**src/rtl/sclc_pkg.sv**
```systemverilog
package sclc_pkg;

  localparam int unsigned SLOTS_DEF = 64;
  localparam int unsigned SECTOR_BYTES_DEF = 512;

  localparam logic [1:0] OP_READ  = 2'd0;
  localparam logic [1:0] OP_WRITE = 2'd1;
  localparam logic [1:0] OP_FLUSH = 2'd2;
  localparam logic [1:0] OP_NONE  = 2'd3;

  // Classified transaction passed from the front end to the back end.
  typedef struct packed {
    logic [1:0]  op;
    logic [31:0] sector;
    logic        partial;
  } sclc_cmd_t;

endpackage

```
**src/rtl/sclc_front.sv**
```systemverilog
module sclc_front #(
  parameter int unsigned SECTOR_BYTES = sclc_pkg::SECTOR_BYTES_DEF
) (
  input  logic                clk,
  input  logic                rst_n,
  input  logic                in_valid,
  output logic                in_stall,
  input  logic [1:0]          in_operation,
  input  logic [31:0]         in_request_sector,
  input  logic [8:0]          in_write_offset,
  input  logic [9:0]          in_write_size,
  output logic                q_valid,
  input  logic                q_pop,
  output sclc_pkg::sclc_cmd_t q_cmd
);
  import sclc_pkg::*;

  localparam logic [12:0] SECT_BYTES = 13'(SECTOR_BYTES);

  sclc_cmd_t  q_mem_r [2];
  logic [1:0] q_cnt_r, q_cnt_nxt;
  logic       wr_ptr_r, rd_ptr_r;
  logic       push;
  sclc_cmd_t  cmd;

  // Classify: code 3 is dropped here, partial writes flagged.
  always_comb begin
    cmd.op      = in_operation;
    cmd.sector  = in_request_sector;
    cmd.partial = (in_write_offset != 9'd0) || ({3'd0, in_write_size} < SECT_BYTES);
  end

  assign in_stall = (q_cnt_r == 2'd2);
  assign push     = in_valid && !in_stall && (in_operation != OP_NONE);
  assign q_valid  = (q_cnt_r != 2'd0);
  assign q_cmd    = q_mem_r[rd_ptr_r];

  always_comb begin
    q_cnt_nxt = q_cnt_r;
    if (push && !q_pop) begin
      q_cnt_nxt = q_cnt_r + 2'd1;
    end else if (!push && q_pop) begin
      q_cnt_nxt = q_cnt_r - 2'd1;
    end
  end

  // Two-entry queue between classifier and executor.
  always_ff @(posedge clk) begin
    if (!rst_n) begin
      q_cnt_r  <= 2'd0;
      wr_ptr_r <= 1'b0;
      rd_ptr_r <= 1'b0;
    end else begin
      q_cnt_r <= q_cnt_nxt;
      if (push) begin
        wr_ptr_r <= ~wr_ptr_r;
      end
      if (q_pop) begin
        rd_ptr_r <= ~rd_ptr_r;
      end
    end
  end

  always_ff @(posedge clk) begin
    if (push) begin
      q_mem_r[wr_ptr_r] <= cmd;
    end
  end

  a_no_overflow: assert property (@(posedge clk) disable iff (!rst_n)
    q_cnt_r == 2'd2 |-> !push || q_pop) else $error("queue overflow");
  a_no_underflow: assert property (@(posedge clk) disable iff (!rst_n)
    q_pop |-> q_cnt_r != 2'd0) else $error("queue underflow");
  a_count_bound: assert property (@(posedge clk) disable iff (!rst_n)
    q_cnt_r != 2'd3) else $error("queue count out of range");

endmodule

```
**config.mk**
```make
export PLATFORM = sky130hd
export DESIGN_NAME = sclc_front
export DESIGN_NICKNAME = d
export VERILOG_FILES = /design/src/rtl/sclc_pkg.sv /design/src/rtl/sclc_front.sv
export SDC_FILE = /design/constraint.sdc
export NUM_CORES = 1
export LEC_CHECK = 0
export BUFFER_PORTS_ARGS = -buffer_cell sky130_fd_sc_hd__buf_2
export CAP_MARGIN = 15
export CORE_ASPECT_RATIO = 0.9
export CORE_MARGIN = 4
export CORE_UTILIZATION = 40
export DETAILED_ROUTE_END_ITERATION = 10
export PLACE_DENSITY = 0.72
export SLEW_MARGIN = 20
export SYNTH_ARGS = -nofsm -noshare
export SYNTH_HDL_FRONTEND = slang
export SYNTH_SLANG_ARGS = --single-unit
```
**constraint.sdc**
```tcl
create_clock -name clk -period 3.37 [get_ports clk]
set_input_delay 0.337 -clock clk [delete_from_list [all_inputs] [get_ports clk]]
set_output_delay 0.337 -clock clk [all_outputs]
set_load 0.005 [all_outputs]
```
==> impl_metrics.py <==
metrics = {
    "drt": {
        "top_layer": "met4",
        "wl_met2_um": 2220,
        "wl_met3_um": 478,
        "wl_per_cell_um": 14.01,
        "num_vias": 1511,
        "drtIter0Drc": 31,
        "drc": 0,
        "met1_length_um": 1797,
        "vias_per_cell": 4.664,
        "ant_nets": 0,
        "wirelength_um": 4539,
        "first_pass_iters": 4,
    },
    "synthesis": {
        "synth.cell_area_um2": 2796,
        "seq_area_frac_synth_pct": 78.75,
        "synth_cell_types": 22,
        "syn-instance-count": 137,
        "synth-seq-cells": 75,
        "synth.area.top_cells": "edfxtp_1 75%, mux2_2 14%, dfxtp_1 3.6%",
        "synth_warnings": 0,
        "synth.net_count": 195,
        "syn_area_per_cell_um2": 20.41,
        "synth_top_area_share_pct": 75.17,
        "yosysTopAreaCell": "edfxtp_1",
    },
    "timing": {
        "finalMaxSlewViolations": 0,
        "tightest_slew_ps": 855.6,
        "finalHoldViolCount": 0,
        "setup_viol": 0,
        "max_freq_mhz": 471.7,
        "finalClockSkew_ps": 6.895,
        "period_share_pct": 62.91,
        "min_period_ps": 2120,
        "final.setup.tns_ps": 0,
        "rsz0062_at_grt": "no",
        "relSlewSlack_pct": 42.96,
    },
    "clock_network": {
        "clkTransAtPathRegs_ps": 70,
        "clock-sinks": 75,
        "cts_resized": 0,
        "cts_hold_buf": 0,
        "clockRootBuffer": "clkbuf_8",
        "clk_path_buf_depth": 2,
        "ctsHtreeMaxLevel": 3,
        "clock_latency_ps": 330,
        "postCtsSetupBuffers": 0,
        "cts_tree": "built",
        "cts_made_buffers": 9,
    },
    "floorplan": {
        "die_x_um": 96.14,
        "die-area_um2": 8395,
        "die_y_um": 87.32,
        "start_util_pct": 41.79,
        "io_pins": 94,
        "core-area_um2": 6691,
        "rows": 28,
    },
    "final_layout": {
        "fill_cells": 576,
        "nets": 287,
        "num_antenna_cells": 0,
        "drive_above_1_share_pct": 58.97,
        "fin_cells": 324,
        "fin_util_pct": 52.36,
        "final_common_cell": "buf_2",
        "layout_common_cells": "84 x buf_2, 70 x edfxtp_1, 35 x mux2_2, 9 x clkbuf_8, 4 x dfxtp_1",
        "area.growth.synth_to_final_pct": 25.28,
    },
    "grt": {
        "grt_max_degree": 36,
        "grt_usage_pct": 11.06,
        "grt_pass1_wl_um": 6755,
        "grt_pass1_vias": 1455,
        "antenna_found_initial": 0,
        "grt.overflow.total": 0,
    },
    "setup_path": {
        "cp.required_ps": 3030,
        "cp.buffers_inverters": 1,
        "ff2ff_path_depth": 4,
        "crit_fanout": 35,
        "cp.arrival_ps": 1780,
        "r2r_slack_ps": 1320,
        "startpoint_type": "register",
        "path_class": "reg -> out",
        "slowest_stage": "dfxtp_2",
        "crit_family": "flip-flops",
        "endpoint_kind": "primary output",
        "rr_endpoint": "q_mem_r[0][34]",
        "critPathMaxStageDelay_ps": 870,
        "r2r_start": "q_cnt_r[0]",
        "cp_cell_sequence": "mux2_2, buf_2",
    },
    "hold_path": {
        "min_to": "q_mem_r[1][25]",
        "hold_depth": 1,
        "hold_start": "in_request_sector[24]",
        "hold_path_class": "in -> reg",
    },
    "place": {
        "placedCellCount": 308,
        "io_buffer_count": 84,
        "post-dp-hpwl_um": 3082,
        "gp_congestion": 0.6725,
    },
    "job": {
        "maxCapViolCount": 0,
    },
    "pwr": {
        "p_per_area_nw_per_um2": 577.5,
        "ir_drop_mv": 0.2670,
        "p_leak_nw": 1.314,
    },
    "run_status": {
        "status": "finished, final reports clean",
    },
}
power breakdown:
group / switching [mW] / internal, mW / leakage [nW]
combinational: 0.111 / 0.136 / 0.543
sequential: 0.0367 / 1.11 / 0.686
clock: 0.298 / 0.335 / 0.0850
synthesized netlist by cell type:
library cell,count
edfxtp_1,70
mux2_2,35
dfxtp_1,5
and2_1,4
buf_4,3
inv_1,2
nor4_1,2
xor2_1,2
a211oi_4,1
a21boi_1,1
buf_2,1
ha_1,1
mux2i_1,1
nand2_1,1
nand2b_1,1
nand4b_1,1
nor2b_1,1
nor2b_2,1
o21ai_0,1
or2_2,1
or3_1,1
xnor2_1,1
stage by stage:
step | instance area, um2 | power [mW] | setup slack [ps] | hold slack [ps]
6_report | 3503 | 2.023 | 1250 | 187.6
3_3_place_gp | 3319 | 1.412 | 1297 | 475.4
4_1_cts | 3503 | 2.048 | 1190 | 170.2
2_1_floorplan | 2796 | 1.296 | 578.5 | 435.9
5_1_grt | 3503 | 2.128 | 1139 | 162.9
3_5_place_dp | 3319 | 1.420 | 1264 | 500.6
logic make-up (layout without fill, tap and decap cells):
kind of cell	after synthesis	in the layout	synth area share [%]
mux	36	36	14.45
fa+ha+maj	1	1	0.4474
flops	75	75	78.75
xor+xnor	3	3	0.9398
compound gates	3	3	1.163
buf+inv	6	103	1.253
simple gates	13	13	2.998
layer usage:
metal / GRT usage [%] / vias to the layer above
met3: 4.581 / 5
met1: 13.13 / 719
met4: 5.426 / 0
met5: 0 / -
li1: - / 716
met2: 17.30 / 71
worst reg2reg max path, cell delays in order (launching register included):
cell      delay [ps]
dfxtp_1          430
nor2b_2           90
a211oi_4         290
nor2b_4          550
buf_4            370
state kept, by name, indices dropped and copies added, names as in the netlist, named ones only:
name	cells
q_cnt_r	2
wr_ptr_r	1
rd_ptr_r	1
q_mem_r	70
how the worst max path moves through the flow:
stage                          end  depth (start not counted)
global placement    q_mem_r[0][34]                          4
finish                   q_cmd[17]                          2
detailed placement  q_mem_r[0][34]                          4
floorplan            q_mem_r[0][0]                          3
global route             q_cmd[13]                          2
CTS                      q_cmd[25]                          2
layout make-up:
| class | instances | area (um2) | share of cell area [%] |
|---|---|---|---|
| clock buffer | 10 | 127.6 | 3.643 |
| tap | 90 | 112.6 | 3.214 |
| sequential | 75 | 2203 | 62.89 |
| timing repair buffer | 85 | 427.9 | 12.21 |
| multi-input combinational | 56 | 568.0 | 16.21 |
| clock inverter | 6 | 56.30 | 1.607 |
| inverter | 2 | 7.507 | 0.2143 |
Note: power is estimated with default switching activity, not from simulation.
